File: src/assert_macros.svh
// assertion helpers shared by the rtl
`ifndef ASSERT_MACROS_SVH
`define ASSERT_MACROS_SVH

// same-cycle implication, checked out of reset
`define ASSERT_IMPL(label, ante, cons) \
    label: assert property (@(posedge i_clk) disable iff (!i_rst_n) (ante) |-> (cons)) \
        else $error("assertion failed");

// next-cycle implication, checked out of reset
`define ASSERT_NEXT(label, ante, cons) \
    label: assert property (@(posedge i_clk) disable iff (!i_rst_n) (ante) |=> (cons)) \
        else $error("assertion failed");

`endif

File: src/chlg_pkg.sv
package chlg_pkg;

    // field widths
    localparam int AVG_W   = 15;
    localparam int DLY_W   = 16;
    localparam int BP1_W   = 14;
    localparam int BP2_W   = 18;
    localparam int CDATA_W = 16;
    localparam int CIDX_W  = 3;

    localparam logic [AVG_W-1:0] LOAD_SCALE = 15'd100;
    localparam logic [BP2_W-1:0] DELAY_MAX  = 18'd65535;

    // decision codes
    localparam logic [1:0] DEC_HOLD = 2'd0;
    localparam logic [1:0] DEC_ALL  = 2'd1;
    localparam logic [1:0] DEC_OFF  = 2'd2;

    // register indexes
    localparam logic [CIDX_W-1:0] CFG_MIN_ONLINE  = 3'd0;
    localparam logic [CIDX_W-1:0] CFG_CPU_COUNT   = 3'd1;
    localparam logic [CIDX_W-1:0] CFG_ENABLE_PER  = 3'd2;
    localparam logic [CIDX_W-1:0] CFG_DISABLE_PER = 3'd3;
    localparam logic [CIDX_W-1:0] CFG_BASE_PERIOD = 3'd4;
    localparam logic [CIDX_W-1:0] CFG_OFF_DELAY   = 3'd5;

    typedef struct packed {
        logic [7:0] run_count;
        logic [3:0] online_now;
    } t_in_word;

    typedef struct packed {
        logic [1:0]       decision;
        logic [AVG_W-1:0] avg_load;
        logic [DLY_W-1:0] delay_ms;
        logic [2:0]       target_core;
    } t_out_word;

    typedef struct packed {
        logic [3:0]  min_online;
        logic [3:0]  cpu_count;
        logic [9:0]  enable_per_cpu;
        logic [9:0]  disable_per_cpu;
        logic [9:0]  base_period;
        logic [15:0] offline_delay;
    } t_cfg;

    // controller to datapath
    typedef struct packed {
        logic take;
        logic upd;
        logic mul;
        logic qw;
        logic avg;
        logic dec;
    } t_cmd;

    // datapath to controller
    typedef struct packed {
        logic out_blocked;
        logic out_full;
    } t_sts;

endpackage

File: src/chlg_ctrl.sv
module chlg_ctrl import chlg_pkg::*; (
    input  logic i_clk,
    input  logic i_rst_n,
    input  logic i_in_valid,
    output logic o_in_stall,
    input  t_sts i_sts,
    output t_cmd o_cmd
);

    typedef enum logic [2:0] {
        S_IDLE,
        S_UPD,
        S_MUL,
        S_QW,
        S_AVG,
        S_DEC
    } t_state;

    t_state r_state;
    t_state n_state;

    // next state
    always_comb begin
        n_state = r_state;
        unique case (r_state)
            S_IDLE: begin
                if (i_in_valid) n_state = S_UPD;
            end
            S_UPD:  n_state = S_MUL;
            S_MUL:  n_state = S_QW;
            S_QW:   n_state = S_AVG;
            S_AVG:  n_state = S_DEC;
            S_DEC: begin
                if (!i_sts.out_blocked) n_state = S_IDLE;
            end
            default: n_state = S_IDLE;
        endcase
    end

    // state register
    always_ff @(posedge i_clk) begin
        if (!i_rst_n) begin
            r_state <= S_IDLE;
        end else begin
            r_state <= n_state;
        end
    end

    // command decode
    always_comb begin
        o_cmd      = '0;
        o_cmd.take = (r_state == S_IDLE) && i_in_valid;
        o_cmd.upd  = (r_state == S_UPD);
        o_cmd.mul  = (r_state == S_MUL);
        o_cmd.qw   = (r_state == S_QW);
        o_cmd.avg  = (r_state == S_AVG);
        o_cmd.dec  = (r_state == S_DEC) && !i_sts.out_blocked;
    end

    assign o_in_stall = (r_state != S_IDLE);

endmodule

File: src/chlg_dp.sv
module chlg_dp import chlg_pkg::*; #(
    parameter int WINDOW   = 20,
    parameter int MAX_CPUS = 8
) (
    input  logic      i_clk,
    input  logic      i_rst_n,
    input  t_cmd      i_cmd,
    output t_sts      o_sts,
    input  t_in_word  i_in_word,
    input  t_cfg      i_cfg,
    output logic      o_out_valid,
    output t_out_word o_out_word,
    input  logic      i_out_stall
);

    localparam int SUM_W = $clog2(WINDOW * 25500 + 1);
    localparam int POS_W = $clog2(WINDOW);
    localparam int CNT_W = ($clog2(MAX_CPUS + 1) > 4) ? $clog2(MAX_CPUS + 1) : 4;
    localparam int CMP_W = 11 + CNT_W;

    localparam logic [SUM_W-1:0] RECIP = SUM_W'((2 ** SUM_W) / WINDOW);
    localparam logic [SUM_W-1:0] WIN_C = SUM_W'(WINDOW);
    localparam logic [POS_W-1:0] POS_LAST = POS_W'(WINDOW - 1);
    localparam logic [CNT_W-1:0] MAX_C = CNT_W'(MAX_CPUS);
    localparam logic [CNT_W-1:0] ONE_C = CNT_W'(1);

    // load ring and its valid bits
    logic [AVG_W-1:0]  r_ring [WINDOW];
    logic [WINDOW-1:0] r_ring_vld;
    logic [POS_W-1:0]  r_pos;
    logic [AVG_W-1:0]  r_rd_data;
    logic              r_rd_vld;

    logic [SUM_W-1:0]   r_sum;
    logic [AVG_W-1:0]   r_running;
    logic [3:0]         r_online;
    logic [2*SUM_W-1:0] r_prod;
    logic [AVG_W-1:0]   r_q;
    logic [SUM_W-1:0]   r_qw;
    logic [AVG_W-1:0]   r_avg;
    logic [CNT_W-1:0]   r_cores;
    logic [CNT_W-1:0]   r_min;
    logic [CMP_W-1:0]   r_en_thr;
    logic [CMP_W-1:0]   r_dis_thr;
    logic [BP1_W-1:0]   r_bp1;
    logic [BP2_W-1:0]   r_bp2;
    logic               r_out_vld;
    t_out_word          r_out;

    logic [AVG_W-1:0] w_old;
    logic [SUM_W-1:0] w_q;
    logic [SUM_W-1:0] w_rem;
    logic [CNT_W-1:0] w_cpu;
    logic [CNT_W-1:0] w_mn;
    logic [CNT_W-1:0] w_cores;
    logic [CNT_W-1:0] w_min;
    logic [CNT_W-1:0] w_on;
    logic [CMP_W-1:0] w_avg;
    logic [3:0]       w_tgt;
    logic             w_all;
    logic             w_off;
    t_out_word        w_out;

    // ring memory, read on accept and written on update
    always_ff @(posedge i_clk) begin
        if (i_cmd.take) begin
            r_rd_data <= r_ring[r_pos];
        end
        if (i_cmd.upd) begin
            r_ring[r_pos] <= r_running;
        end
    end

    // ring control state
    always_ff @(posedge i_clk) begin
        if (!i_rst_n) begin
            r_ring_vld <= '0;
            r_pos      <= '0;
            r_sum      <= '0;
        end else if (i_cmd.upd) begin
            r_ring_vld[r_pos] <= 1'b1;
            r_pos             <= (r_pos == POS_LAST) ? '0 : r_pos + POS_W'(1);
            r_sum             <= r_sum - SUM_W'(w_old) + SUM_W'(r_running);
        end
    end

    assign w_old = r_rd_vld ? r_rd_data : '0;

    // clamped core count and minimum
    always_comb begin
        w_cpu   = CNT_W'(i_cfg.cpu_count);
        w_cores = (w_cpu == '0) ? ONE_C : ((w_cpu > MAX_C) ? MAX_C : w_cpu);
        w_mn    = CNT_W'(i_cfg.min_online);
        w_min   = (w_mn > w_cores) ? w_cores : w_mn;
        if (w_min == '0) w_min = ONE_C;
    end

    assign w_q   = r_prod[2*SUM_W-1:SUM_W];
    assign w_rem = r_sum - r_qw;

    // sequenced datapath steps
    always_ff @(posedge i_clk) begin
        if (i_cmd.take) begin
            r_running <= i_in_word.run_count * LOAD_SCALE;
            r_online  <= i_in_word.online_now;
            r_rd_vld  <= r_ring_vld[r_pos];
        end
        if (i_cmd.upd) begin
            r_cores   <= w_cores;
            r_min     <= w_min;
            r_en_thr  <= CMP_W'(i_cfg.enable_per_cpu) * CMP_W'(w_cores);
            r_dis_thr <= CMP_W'(i_cfg.disable_per_cpu) * CMP_W'(r_online);
            r_bp1     <= BP1_W'(i_cfg.base_period) * BP1_W'(r_online);
        end
        if (i_cmd.mul) begin
            r_prod <= {{SUM_W{1'b0}}, r_sum} * {{SUM_W{1'b0}}, RECIP};
            r_bp2  <= BP2_W'(r_bp1) * BP2_W'(r_online);
        end
        // reciprocal quotient may be one low
        if (i_cmd.qw) begin
            r_q  <= AVG_W'(w_q);
            r_qw <= w_q * WIN_C;
        end
        if (i_cmd.avg) begin
            r_avg <= r_q + AVG_W'(w_rem >= WIN_C);
        end
        if (i_cmd.dec) begin
            r_out <= w_out;
        end
    end

    // decision
    always_comb begin
        w_on  = CNT_W'(r_online);
        w_avg = CMP_W'(r_avg);
        w_all = ((w_avg >= r_en_thr) && (w_on < r_cores)) || (w_on < r_min);
        w_off = (w_avg <= r_dis_thr) && (w_on > r_min);
        w_tgt = r_online - 4'd1;
        w_out          = '0;
        w_out.avg_load = r_avg;
        if (w_all) begin
            w_out.decision = DEC_ALL;
        end else if (w_off) begin
            w_out.decision    = DEC_OFF;
            w_out.delay_ms    = i_cfg.offline_delay;
            w_out.target_core = (w_tgt > 4'd7) ? 3'd7 : w_tgt[2:0];
        end else begin
            w_out.decision = DEC_HOLD;
            w_out.delay_ms = (r_bp2 > DELAY_MAX) ? DELAY_MAX[DLY_W-1:0] : r_bp2[DLY_W-1:0];
        end
    end

    // output register
    always_ff @(posedge i_clk) begin
        if (!i_rst_n) begin
            r_out_vld <= 1'b0;
        end else if (i_cmd.dec) begin
            r_out_vld <= 1'b1;
        end else if (!i_out_stall) begin
            r_out_vld <= 1'b0;
        end
    end

    assign o_out_valid       = r_out_vld;
    assign o_out_word        = r_out;
    assign o_sts.out_full    = r_out_vld;
    assign o_sts.out_blocked = r_out_vld && i_out_stall;

endmodule

File: src/core_hotplug_load_governor.sv
// channel  dir  handshake                   payload
// in       in   i_in_valid / o_in_stall     t_in_word
// out      out  o_out_valid / i_out_stall   t_out_word
// cfg      in   i_cfg_we                    i_cfg_idx, i_cfg_data
//
// result registered at the end of the controller sequence: ring read, sum update,
// reciprocal multiply, quotient check, average fix, decide. no new word is taken until
// the decide step is done; a new word is taken the cycle after the result is loaded.
// a stalled result holds the decide step until the output register frees.
// synchronous reset clears the ring at once through per-entry valid bits, no clear pass.
`include "assert_macros.svh"

module core_hotplug_load_governor import chlg_pkg::*; #(
    parameter int WINDOW   = 20,
    parameter int MAX_CPUS = 8
) (
    input  logic               i_clk,
    input  logic               i_rst_n,
    input  logic               i_in_valid,
    input  t_in_word           i_in_word,
    output logic               o_in_stall,
    output logic               o_out_valid,
    output t_out_word          o_out_word,
    input  logic               i_out_stall,
    input  logic               i_cfg_we,
    input  logic [CIDX_W-1:0]  i_cfg_idx,
    input  logic [CDATA_W-1:0] i_cfg_data
);

    t_cfg r_cfg;
    t_cmd w_cmd;
    t_sts w_sts;

    // configuration registers
    always_ff @(posedge i_clk) begin
        if (!i_rst_n) begin
            r_cfg.min_online      <= 4'd1;
            r_cfg.cpu_count       <= 4'd4;
            r_cfg.enable_per_cpu  <= 10'd100;
            r_cfg.disable_per_cpu <= 10'd55;
            r_cfg.base_period     <= 10'd10;
            r_cfg.offline_delay   <= 16'd2000;
        end else if (i_cfg_we) begin
            unique case (i_cfg_idx)
                CFG_MIN_ONLINE:  r_cfg.min_online      <= i_cfg_data[3:0];
                CFG_CPU_COUNT:   r_cfg.cpu_count       <= i_cfg_data[3:0];
                CFG_ENABLE_PER:  r_cfg.enable_per_cpu  <= i_cfg_data[9:0];
                CFG_DISABLE_PER: r_cfg.disable_per_cpu <= i_cfg_data[9:0];
                CFG_BASE_PERIOD: r_cfg.base_period     <= i_cfg_data[9:0];
                CFG_OFF_DELAY:   r_cfg.offline_delay   <= i_cfg_data[15:0];
                default: ;
            endcase
        end
    end

    // sequencer
    chlg_ctrl u_ctrl (
        .i_clk      (i_clk),
        .i_rst_n    (i_rst_n),
        .i_in_valid (i_in_valid),
        .o_in_stall (o_in_stall),
        .i_sts      (w_sts),
        .o_cmd      (w_cmd)
    );

    // ring, average and decision datapath
    chlg_dp #(
        .WINDOW   (WINDOW),
        .MAX_CPUS (MAX_CPUS)
    ) u_dp (
        .i_clk       (i_clk),
        .i_rst_n     (i_rst_n),
        .i_cmd       (w_cmd),
        .o_sts       (w_sts),
        .i_in_word   (i_in_word),
        .i_cfg       (r_cfg),
        .o_out_valid (o_out_valid),
        .o_out_word  (o_out_word),
        .i_out_stall (i_out_stall)
    );

    // checks
    `ASSERT_NEXT(a_busy_after_take, i_in_valid && !o_in_stall, o_in_stall)
    `ASSERT_IMPL(a_one_step, 1'b1, $onehot0(w_cmd))
    `ASSERT_IMPL(a_no_overwrite, w_cmd.dec, !(o_out_valid && i_out_stall))
    `ASSERT_NEXT(a_dec_shows, w_cmd.dec, o_out_valid && w_sts.out_full)
    `ASSERT_IMPL(a_dec_code, o_out_valid, o_out_word.decision <= DEC_OFF)

endmodule

File: config.mk
export PLATFORM = sky130hd
export DESIGN_NAME = core_hotplug_load_governor
export DESIGN_NICKNAME = d
export VERILOG_FILES = /design/src/chlg_pkg.sv /design/src/chlg_ctrl.sv /design/src/chlg_dp.sv /design/src/core_hotplug_load_governor.sv
export VERILOG_INCLUDE_DIRS = /design/src /design/src/src
export SDC_FILE = /design/constraint.sdc
export NUM_CORES = 1
export LEC_CHECK = 0
export BUFFER_PORTS_ARGS = -buffer_cell sky130_fd_sc_hd__buf_4
export CAP_MARGIN = 20
export CORE_MARGIN = 3
export CORE_UTILIZATION = 69
export DETAILED_ROUTE_END_ITERATION = 6
export PLACE_DENSITY = 0.95
export SYNTH_ARGS = -nofsm -noshare
export SYNTH_HDL_FRONTEND = slang
export SYNTH_SLANG_ARGS = --single-unit
File: constraint.sdc
create_clock -name i_clk -period 14.9 [get_ports i_clk]
set_clock_uncertainty 0.1 [all_clocks]
set_input_delay 2.98 -clock i_clk [delete_from_list [all_inputs] [get_ports i_clk]]
set_output_delay 2.98 -clock i_clk [all_outputs]
set_load 0.02 [all_outputs]
==> impl_summary.log, run 1 <==
INFO  metric drtPass1Iterations = 7
INFO  metric crit_path_cell_trace = ha_1 -> inv_1 -> fa_1 -> inv_1 -> fa_1 -> fa_1 -> fa_1 -> inv_1 -> fa_1 -> inv_1 -> ha_1 -> o21ai_0 -> o21a_1 -> o31ai_1 -> nand2_1 -> a211oi_1 -> o41ai_1 -> xnor2_1
INFO  metric regToRegSetupSlack = 8770 ps
INFO  metric power_report.internal_total = 3.80 mW
INFO  metric static-leakage-power = about 16 nW
INFO  metric synth_edf_count = 455
INFO  metric ys.flop_type = edfxtp_1
INFO  metric timing.rr.start = u_dp.r_sum[8]$_SDFFE_PN0P_
INFO  metric startpoint_type = flip-flop
INFO  metric cts_sinks = between 500 and 600
INFO  metric ctsRootBufferMaster = clkbuf_16
INFO  metric cts-root-to-sink-buffers = 3
INFO  metric holdPathStages = 2
INFO  metric crit_top_cell = fa_1
INFO  metric global_route_wire_length_before_repair = around 130 mm
INFO  metric final_period_minus_worst_setup_slack = 6130 ps
INFO  metric rows = 80
INFO  metric failing_checks = design-rule violations
INFO  metric synth_area = roughly 34000 um^2
INFO  metric total_area_of_sequential_cells = 15700 um^2
INFO  metric slew_headroom = ~28%
INFO  metric crit_fanout = 9
INFO  metric design.portCount = 74
INFO  metric drtAntennaViolNets = 0
INFO  metric postCtsSetupRepairBufs = 0
INFO  metric status = complete, but fails checks
INFO  metric netlist_top_cells_count = 455 x edfxtp_1, 368 x inv_1, 336 x ha_1
INFO  metric antenna_found_initial = 0
INFO  metric r2r.worst_path.cells = 18
INFO  metric synth.most_common_cell = edfxtp_1
INFO  metric worst_pin_slew = between 1000 and 1500 ps
INFO  metric die_y = between 200 and 250 um
INFO  metric synth_largest_type_area_fraction = about two fifths
INFO  metric antenna_cells = 0
INFO  metric clock_power_share = between 20% and 30%
INFO  metric synthArstFlopShare = 0%
INFO  metric cts_hold_buffers = 0
INFO  metric synth.ff_latch_count = around 560
INFO  metric initial_core_util = between 70% and 80%
INFO  metric place_congestion = ~0.91
INFO  metric critPathKind = reg -> reg
INFO  metric data_arrival_time_of_the_worst_path = around 6400 ps
INFO  metric count_of_mapped_cells_out_of_synthesis = roughly 2900
INFO  metric final_area = between 30000 and 40000 um^2
INFO  metric route.final.wire_length = 83.9 mm
INFO  metric worst_hold_path.endpoint = r_cfg[2]$_SDFFE_PN0P_
INFO  metric hold_path.startpoint = r_cfg[2]$_SDFFE_PN0P_
INFO  metric final-setup-viol-count = 0
INFO  metric grtUsageTotal = 32.2%
INFO  metric crit_path_max_incr_delay = approximately 640 ps
INFO  metric fp.coreArea = roughly 48000 um^2
INFO  metric yosysWarningCount = 0
INFO  metric syn2layout_area_growth = 9.35%
INFO  metric multi_input_comb_area = 16600 um^2
INFO  metric fmaxAchievable = between 150 and 200 MHz
INFO  metric switch_share = ~38%
INFO  metric fin_tns_setup = 0 ps
INFO  metric cts_made_buffers = 56
INFO  metric postCtsResizedCells = 0
INFO  metric die_area = 51800 um^2
INFO  metric detailroute.via_count = 23477
INFO  metric grt_start_max_net_pins = 81
INFO  metric vias_per_cell = around 6.4
INFO  metric port_buffers = 73
INFO  metric dpl-instance-area = ~35000 um^2
INFO  metric synthTopCellsByArea = edfxtp_1 40%, ha_1 12%, fa_1 10%
INFO  metric path_clk_slew = approximately 70 ps
INFO  metric remaining_drc_errors = 1
INFO  metric yosys.area.top_type = edfxtp_1
INFO  metric dpl.hpwl = 55.6 mm
INFO  metric htreeDepth = 2
INFO  metric die_width = between 200 and 250 um
INFO  metric worst_ir_drop_vdd = approximately 0.12 mV
INFO  metric clk-insertion-delay-late = 620 ps
INFO  metric globalRouteOverflowTotal = 0
INFO  metric hold_violations = 0
INFO  metric drive_gt1_share = 9.11%
INFO  metric layout.filler_cells = around 2600
INFO  metric syn_avg_cell_area = ~12 um^2
INFO  metric final-max-slew-violation-count = 0
INFO  metric drt_iter0_drc = approximately 2400
INFO  metric cp.required = 15130 ps
INFO  metric detail_route.wl_per_cell = 23.0 um
INFO  metric cts_tree = yes
INFO  metric p_seq_share = around a third
INFO  metric final_net_count = approximately 3500
INFO  metric first_global_vias = around 25000
INFO  metric synth-seq-area-share = 46.2%
INFO  metric setup.worst_path.end_class = flip-flop
INFO  metric holdCritPathClass = reg -> reg
INFO  metric max_cap_viol_count = 0
INFO  metric power.share.combinational = ~43%
INFO  metric switching_power = ~2.3 mW
INFO  metric slowest_stage_cell_cp = dfxtp_1
INFO  metric setup_repair_after_global_routing_missed_its_margin = no
INFO  metric timing.final.crit_share = between 40% and 50%
INFO  metric worstReg2RegEnd = u_dp.r_prod[32]$_DFFE_PP_
INFO  metric power_density = 164 nW/um^2
INFO  metric synthDistinctLibCells = between 60 and 70
[worst max-delay path, delay by kind of cell, from the launching register on]
family,cells,cell delay (ps)
xor gates and xnor gates,1,180
DFF,1,640
adders and majority gates,7,3040
buffers and inverters,4,320
and+or+nand+nor,1,180
AOI/OAI and AO/OA,5,1360
[placed cells by master (no fill, tap or decap), drive strengths merged, types with 43 or more instances in the layout]
master,count
nor3,43
xnor2,67
dfxtp,100
ha,336
nand3,49
a21o,44
inv,373
nand2,311
o21ai,75
edfxtp,455
mux4,70
and2,105
clkbuf,67
fa,170
a21oi,124
buf,92
nor2,116
[final cells by class]
cell class / count / share of cell area [%]
flip-flops and latches: 555 / 42.3
multi-input cells: 1876 / 44.8
well taps: 656 / 2.21
clock buffers: 67 / 4.14
clock inverters: 38 / 0.955
inverters: 368 / 3.72
repair buffers: 92 / 1.92
[sequential cells by signal, indices dropped and copies added, names as in the netlist]
signal,cells
u_dp.r_ring,260
r_cfg,54
u_dp.o_out_word,36
u_dp.r_ring_vld,20
u_dp.r_bp2,18
u_dp.r_sum,17
u_dp.r_avg,15
u_dp.r_prod,15
u_dp.r_q,15
u_dp.r_qw,15
u_dp.r_bp1,14
u_dp.r_dis_thr,14
u_dp.r_en_thr,14
u_dp.r_rd_data,13
u_dp.r_running,13
u_dp.r_pos,5
u_dp.r_cores,4
u_dp.r_min,4
u_dp.r_online,4
u_ctrl.r_state,3
u_dp.o_out_valid,1
u_dp.r_rd_vld,1
[layer usage]
metal	up-vias	global-route usage, %	wire, um
met4	0	16.0	4720
met1	11459	38.9	29600
met5	-	0	0
li1	10197	-	-
met3	394	4.79	6880
met2	1427	56.7	42700
[power groups by stage]
stage	Combinational, mW	Clock (mW)	Sequential (mW)
finish	2.60	1.45	2.04
global route	2.92	1.51	2.05
CTS	2.56	1.45	2.04
detailed placement	2.49	0	2.07
global placement	2.30	0	2.05
floorplan	1.92	0	1.99
[kinds of logic after synthesis]
kind of cell	count (synthesis)	share of synthesized area [%]
and+or+nand+nor	746	10.4
DFF	555	46.2
other	2	0.0221
xor gates and xnor gates	105	2.71
buffers and inverters	451	4.99
muxes	97	5.45
adders and majority gates	506	22.4
AOI/OAI and AO/OA	412	7.84
[worst max path at each step]
stage | from | to | slack [ps] | cells past startpoint
final | u_dp.r_sum[8]$_SDFFE_PN0P_ | u_dp.r_prod[32]$_DFFE_PP_ | 8770 | 18
after floorplan | i_in_word[6] | u_dp.r_running[14]$_DFFE_PP_ | 9300 | 13
after detailed placement | i_in_word[6] | u_dp.r_running[14]$_DFFE_PP_ | 8950 | 14
after global routing | u_dp.r_sum[8]$_SDFFE_PN0P_ | u_dp.r_prod[32]$_DFFE_PP_ | 8570 | 18
after CTS | u_dp.r_sum[8]$_SDFFE_PN0P_ | u_dp.r_prod[32]$_DFFE_PP_ | 8870 | 18
after global placement | i_in_word[6] | u_dp.r_running[14]$_DFFE_PP_ | 9000 | 14
[through the flow]
stage               hold WS [ps]  setup WS (ps)  utilization [%]  cells  power (mW)
floorplan                    326           9300                -   2882        3.92
global placement             341           9000             73.0   3544        4.35
detailed placement           350           8950             73.0   3544        4.56
CTS                          358           8870             76.9   3649        6.05
global route                 383           8570             77.0   3652        6.49
finish                       363           8770             77.0   3652        6.09
No activity file was read; power rests on OpenSTA's default activity.
==> inputs of run 2 (changes only) <==
- CORE_UTILIZATION: 69 -> 64
- PLACE_DENSITY: 0.95 -> 0.93
- clock period: 14.9 -> 6.3 ns (I/O delays scaled with it)
==> impl_summary.log, run 2 (synthesis results as in run 1) <==
INFO  metric cts_sinks = 555 (unchanged)
INFO  metric hold_violations = 0 (unchanged)
INFO  metric detail_route.wl_per_cell = 21.9 um (-4.6%)
INFO  metric dp.cells = 3574 (+0.85%)
INFO  metric design.portCount = 74 (unchanged)
INFO  metric syn2layout_area_growth = 9.51%
INFO  metric place_congestion = 0.889 (-2.2%)
INFO  metric cts_tree = yes
INFO  metric port_buffers = 73 (unchanged)
INFO  metric power_density = 381 nW/um^2 (+130%)
INFO  metric remaining_drc_errors = 4 (+3)
INFO  metric setup.worst_path.end_class = flip-flop
INFO  metric die_y = 236 um (+3.7%)
INFO  metric clock_power_share = 23.5% (-0.4 points)
INFO  metric clk-insertion-delay-late = 630 ps (about the same)
INFO  metric final_period_minus_worst_setup_slack = 5990 ps (-143 ps)
INFO  metric first_global_vias = 24015 (-2.8%)
INFO  metric final_cell_mix = 455 x edfxtp_1, 366 x inv_1, 336 x ha_1
INFO  metric cts_made_buffers = 54 (-3.6%)
INFO  metric switch_share = 37.3% (-0.33 points)
INFO  metric final_common_cell = edfxtp_1
INFO  metric max_cap_viol_count = 0 (unchanged)
INFO  metric switching_power = 5.28 mW (+130%)
INFO  metric global_route_wire_length_before_repair = 128 mm (-2.9%)
INFO  metric timing.final.crit_share = 95.0% (+54 points)
INFO  metric largest-register = u_dp.r_ring
INFO  metric fin_cells = 3681 (+0.79%)
INFO  metric cp.required = 6590 ps (-8540 ps)
INFO  metric largest_register_ff_count = 260 (unchanged)
INFO  metric holdCritPathClass = reg -> reg
INFO  metric setup_repair_after_global_routing_missed_its_margin = no
INFO  metric globalRouteOverflowTotal = 0 (unchanged)
INFO  metric worst_pin_slew = 1150 ps (+67.5 ps)
INFO  metric fmaxAchievable = 167 MHz (+2.4%)
INFO  metric vias_per_cell = 6.22 (-3.3%)
INFO  metric final.hold.worst_slack = 362 ps (-0.884 ps)
INFO  metric route.final.wire_length = 80.7 mm (-3.8%)
INFO  metric antenna_cells = 0 (unchanged)
INFO  metric drt_iter0_drc = 2267 (-6.2%)
INFO  metric fin_tns_setup = 0 ps (unchanged)
INFO  metric ctsRootBufferMaster = clkbuf_16
INFO  metric dpl.hpwl = 55.5 mm (about the same)
INFO  metric initial_core_util = 65.4% (-5.0 points)
INFO  metric final_net_count = 3498 (+0.20%)
INFO  metric drive_gt1_share = 9.13% (+0.018 points)
INFO  metric final-setup-viol-count = 0 (unchanged)
INFO  metric p_seq_share = 33.9% (+0.4 points)
INFO  metric power.share.combinational = 42.6% (about the same)
INFO  metric final-max-slew-violation-count = 0 (unchanged)
INFO  metric fp.coreArea = 51800 um^2 (+7.6%)
INFO  metric power_report.internal_total = 8.87 mW (+130%)
INFO  metric critPathKind = reg -> reg
INFO  metric antenna_found_initial = 0 (unchanged)
INFO  metric postCtsSetupRepairBufs = 0 (unchanged)
INFO  metric failing_checks = design-rule violations
INFO  metric cts-root-to-sink-buffers = 3 (unchanged)
INFO  metric status = complete, but fails checks
INFO  metric drtAntennaViolNets = 0 (unchanged)
INFO  metric drtPass1Iterations = 7 (unchanged)
INFO  metric grtUsageTotal = 28.8% (-3.4 points)
INFO  metric reg_top3 = u_dp.r_ring (260), r_cfg (54), u_dp.o_out_word (36)
INFO  metric slew_headroom = 22.7% (-5.1 points)
INFO  metric data_arrival_time_of_the_worst_path = 6280 ps (-80 ps)
INFO  metric die_width = 236 um (+3.7%)
INFO  metric grt_start_max_net_pins = 81 (unchanged)
INFO  metric htreeDepth = 2 (unchanged)
INFO  metric postCtsResizedCells = 0 (unchanged)
INFO  metric crit_fanout = 8 (-1)
INFO  metric detailroute.via_count = 22887 (-2.5%)
INFO  metric startpoint_type = flip-flop
INFO  metric static-leakage-power = 16.1 nW (about the same)
INFO  metric rows = 83 (+3.8%)
INFO  metric die_area = 55800 um^2 (+7.6%)
INFO  metric path_clk_slew = 60 ps (about the same)
INFO  metric cts_hold_buffers = 0 (unchanged)
INFO  metric worst_ir_drop_vdd = 0.322 mV (+170%)
==> run 2: metal layers <==
metal / vias up / part of all wire [%] / wire [um] / track usage [%]
met5: - / 0 / 0 / 0
met4: 0 / 4.3 / 3470 / 11.4
met3: 231 / 7.4 / 5940 / 4.65
met2: 1107 / 51 / 41200 / 50.5
met1: 11340 / 37 / 30100 / 35.9
li1: 10209 / - / - / -
==> run 2: path summary, 6_finish.rpt <==
kind | from | endpoint | slack [ps] | cells past startpoint
worst max register to register | u_dp.r_sum[5]$_SDFFE_PN0P_ | u_dp.r_prod[26]$_DFFE_PP_ | 310 | 17
worst min register to register | r_cfg[12]$_SDFFE_PN0P_ | r_cfg[12]$_SDFFE_PN0P_ | 360 | 2
worst max-delay path | u_dp.r_sum[5]$_SDFFE_PN0P_ | u_dp.r_prod[26]$_DFFE_PP_ | 310 | 17
worst min-delay path | r_cfg[12]$_SDFFE_PN0P_ | r_cfg[12]$_SDFFE_PN0P_ | 360 | 2
==> run 2: layout make-up <==
class / count / area [um^2]
Multi-Input combinational cell: 1876 / 16600
Sequential cell: 555 / 15700
Fill cell: 3152 / 14700
Clock buffer: 66 / 1430
Inverter: 368 / 1380
Tap cell: 680 / 851
Timing Repair Buffer: 101 / 823
Clock inverter: 35 / 372
==> run 2: worst max-delay path, cell delays in order (launching register included) <==
cell and delay, ps:
dfxtp_1 560, ha_1 390, fa_1 570, inv_1 60
fa_1 500, fa_1 550, inv_1 60, fa_1 530
inv_1 50, fa_1 500, inv_1 40, ha_1 310
and4_1 180, and2_1 170, o2111ai_1 230, a31oi_1 200
or4b_2 630, o311ai_0 140
==> run 2: power by group through the flow <==
| stage | clock network (mW) | registers [mW] | logic (mW) |
|---|---|---|---|
| floorplan | 0 | 4.71 | 4.55 |
| global placement | 0 | 4.85 | 5.50 |
| detailed placement | 0 | 4.89 | 5.88 |
| CTS | 3.33 | 4.82 | 5.96 |
| global route | 3.47 | 4.83 | 6.89 |
| finish | 3.33 | 4.80 | 6.03 |
==> run 2: metrics by stage <==
stage          total power, mW  util, %  setup slack [ps]  cell area [um^2]
5_1_grt                   15.2     71.7              50.9             37100
2_1_floorplan             9.26        -               885             33900
3_5_place_dp              10.8     68.0               272             35200
3_3_place_gp              10.3     68.0               497             35200
6_report                  14.2     71.7               313             37100
4_1_cts                   14.1     71.5               186             37000
==> inputs of run 3 (changes only) <==
- CORE_UTILIZATION: 64 -> 40
- PLACE_DENSITY: 0.93 -> 0.67
==> impl_summary.log, run 3 (synthesis results as in run 1) <==
INFO  metric final.hold.worst_slack = 361 ps (-0.506 ps)
INFO  metric drive_gt1_share = 9.68% (+0.54 points)
INFO  metric path_clk_slew = 60 ps (about the same)
INFO  metric design.portCount = 74 (unchanged)
INFO  metric die_area = 88300 um^2 (+58%)
INFO  metric fmaxAchievable = 170 MHz (+1.7%)
INFO  metric initial_core_util = 40.5% (-25 points)
INFO  metric fin_tns_setup = 0 ps (unchanged)
INFO  metric startpoint_type = flip-flop
INFO  metric power_density = 372 nW/um^2 (-2.5%)
INFO  metric syn2layout_area_growth = 11.7%
INFO  metric final-max-slew-violation-count = 0 (unchanged)
INFO  metric grt_start_max_net_pins = 72 (-11%)
INFO  metric slew_headroom = 31.5% (+8.8 points)
INFO  metric rows = 106 (+28%)
INFO  metric vias_per_cell = 5.17 (-17%)
INFO  metric final_period_minus_worst_setup_slack = 5880 ps (-103 ps)
INFO  metric hold_violations = 0 (unchanged)
INFO  metric power = 14.1 mW (-0.50%)
INFO  metric cts_tree = yes
INFO  metric drtPass1Iterations = 6 (-1)
INFO  metric place_congestion = 0.859 (-3.3%)
INFO  metric cts_hold_buffers = 0 (unchanged)
INFO  metric cts_sinks = 555 (unchanged)
INFO  metric grtUsageTotal = 16.5% (-12 points)
INFO  metric largest_register_ff_count = 260 (unchanged)
INFO  metric postCtsResizedCells = 0 (unchanged)
INFO  metric htreeDepth = 2 (unchanged)
INFO  metric global_route_wire_length_before_repair = 118 mm (-8.1%)
INFO  metric die_width = 297 um (+26%)
INFO  metric reg_top3 = u_dp.r_ring (260), r_cfg (54), u_dp.o_out_word (36)
INFO  metric antenna_found_initial = 0 (unchanged)
INFO  metric drt_iter0_drc = 1696 (-25%)
INFO  metric worst_pin_slew = 1020 ps (-131 ps)
INFO  metric fin_util = 45.2% (-26 points)
INFO  metric fp.coreArea = 83800 um^2 (+62%)
INFO  metric route.final.wire_length = 72.4 mm (-10%)
INFO  metric setup.worst_path.end_class = flip-flop
INFO  metric pre_cts_slack = 340 ps (+67.8 ps)
INFO  metric dpl.hpwl = 51.0 mm (-8.2%)
INFO  metric dp.cells = 4042 (+13%)
INFO  metric timing.final.crit_share = 93.4% (-1.6 points)
INFO  metric remaining_drc_errors = 0 (-4)
INFO  metric cts_made_buffers = 58 (+7.4%)
INFO  metric static-leakage-power = 16.2 nW (+0.49%)
INFO  metric largest-register = u_dp.r_ring
INFO  metric final_common_cell = edfxtp_1
INFO  metric first_global_vias = 21597 (-10%)
INFO  metric crit_fanout = 9 (+1)
INFO  metric max_cap_viol_count = 0 (unchanged)
INFO  metric clk-insertion-delay-late = 620 ps (about the same)
INFO  metric detail_route.wl_per_cell = 17.4 um (-20%)
INFO  metric cts-root-to-sink-buffers = 3 (unchanged)
INFO  metric status = finished, final reports clean
INFO  metric cp.required = 6580 ps (about the same)
INFO  metric worst_ir_drop_vdd = 0.246 mV (-23%)
INFO  metric ctsRootBufferMaster = clkbuf_16
INFO  metric drtAntennaViolNets = 0 (unchanged)
INFO  metric dpl-instance-area = 35900 um^2 (+1.9%)
INFO  metric final_area = 37900 um^2 (+2.0%)
INFO  metric globalRouteOverflowTotal = 0 (unchanged)
INFO  metric postCtsSetupRepairBufs = 0 (unchanged)
INFO  metric detailroute.via_count = 21461 (-6.2%)
INFO  metric regToRegSetupSlack = 420 ps (+100 ps)
INFO  metric data_arrival_time_of_the_worst_path = 6170 ps (-110 ps)
INFO  metric holdCritPathClass = reg -> reg
INFO  metric port_buffers = 73 (unchanged)
INFO  metric critPathKind = reg -> reg
INFO  metric final_net_count = 3511 (+0.37%)
INFO  metric final_cell_mix = 455 x edfxtp_1, 366 x inv_1, 336 x ha_1
INFO  metric antenna_cells = 0 (unchanged)
INFO  metric setup_repair_after_global_routing_missed_its_margin = no
INFO  metric setup_slack = 416 ps (+103 ps)
INFO  metric fin_cells = 4152 (+13%)
INFO  metric final-setup-viol-count = 0 (unchanged)
INFO  metric die_y = 297 um (+26%)
-- run 3: layout make-up --
class	instances	area, um^2
fillers	7671	45900
multi-input cells	1876	16600
flip-flops and latches	555	15700
clock buffers	70	1510
well taps	1134	1420
inverters	368	1380
repair buffers	110	833
clock inverters	39	462
-- run 3: worst paths after layout --
path,from,endpoint,depth (start not counted)
min reg2reg,u_dp.r_ring_vld[11]$_SDFFE_PN0P_,u_dp.r_ring_vld[11]$_SDFFE_PN0P_,1
max reg2reg,u_dp.r_sum[8]$_SDFFE_PN0P_,u_dp.r_prod[26]$_DFFE_PP_,17
min,u_dp.r_ring_vld[11]$_SDFFE_PN0P_,u_dp.r_ring_vld[11]$_SDFFE_PN0P_,1
max,u_dp.r_sum[8]$_SDFFE_PN0P_,u_dp.r_prod[26]$_DFFE_PP_,17
-- run 3: power breakdown --
part	switching, mW	leakage [nW]	internal, mW
logic	3.33	10.3	2.48
clock network	1.48	0.934	2.05
registers	0.278	4.95	4.47
-- run 3: routing by layer --
metal | vias up | global-route usage [%] | part of all wire [%]
li1 | 10256 | - | -
met1 | 10563 | 22.6 | 44
met2 | 537 | 27.6 | 48
met3 | 105 | 2.31 | 5.5
met4 | 0 | 4.46 | 2.5
met5 | - | 0 | 0
-- run 3: critical path, cell delays in order, from the launching register on --
cell,delay [ps]
dfxtp_1,650
ha_1,350
fa_1,490
inv_1,50
fa_1,510
fa_1,550
inv_1,50
fa_1,520
inv_1,50
fa_1,490
inv_1,40
ha_1,310
and4_1,170
and2_1,160
o2111ai_1,200
a31oi_1,180
or4b_2,630
o311ai_0,130
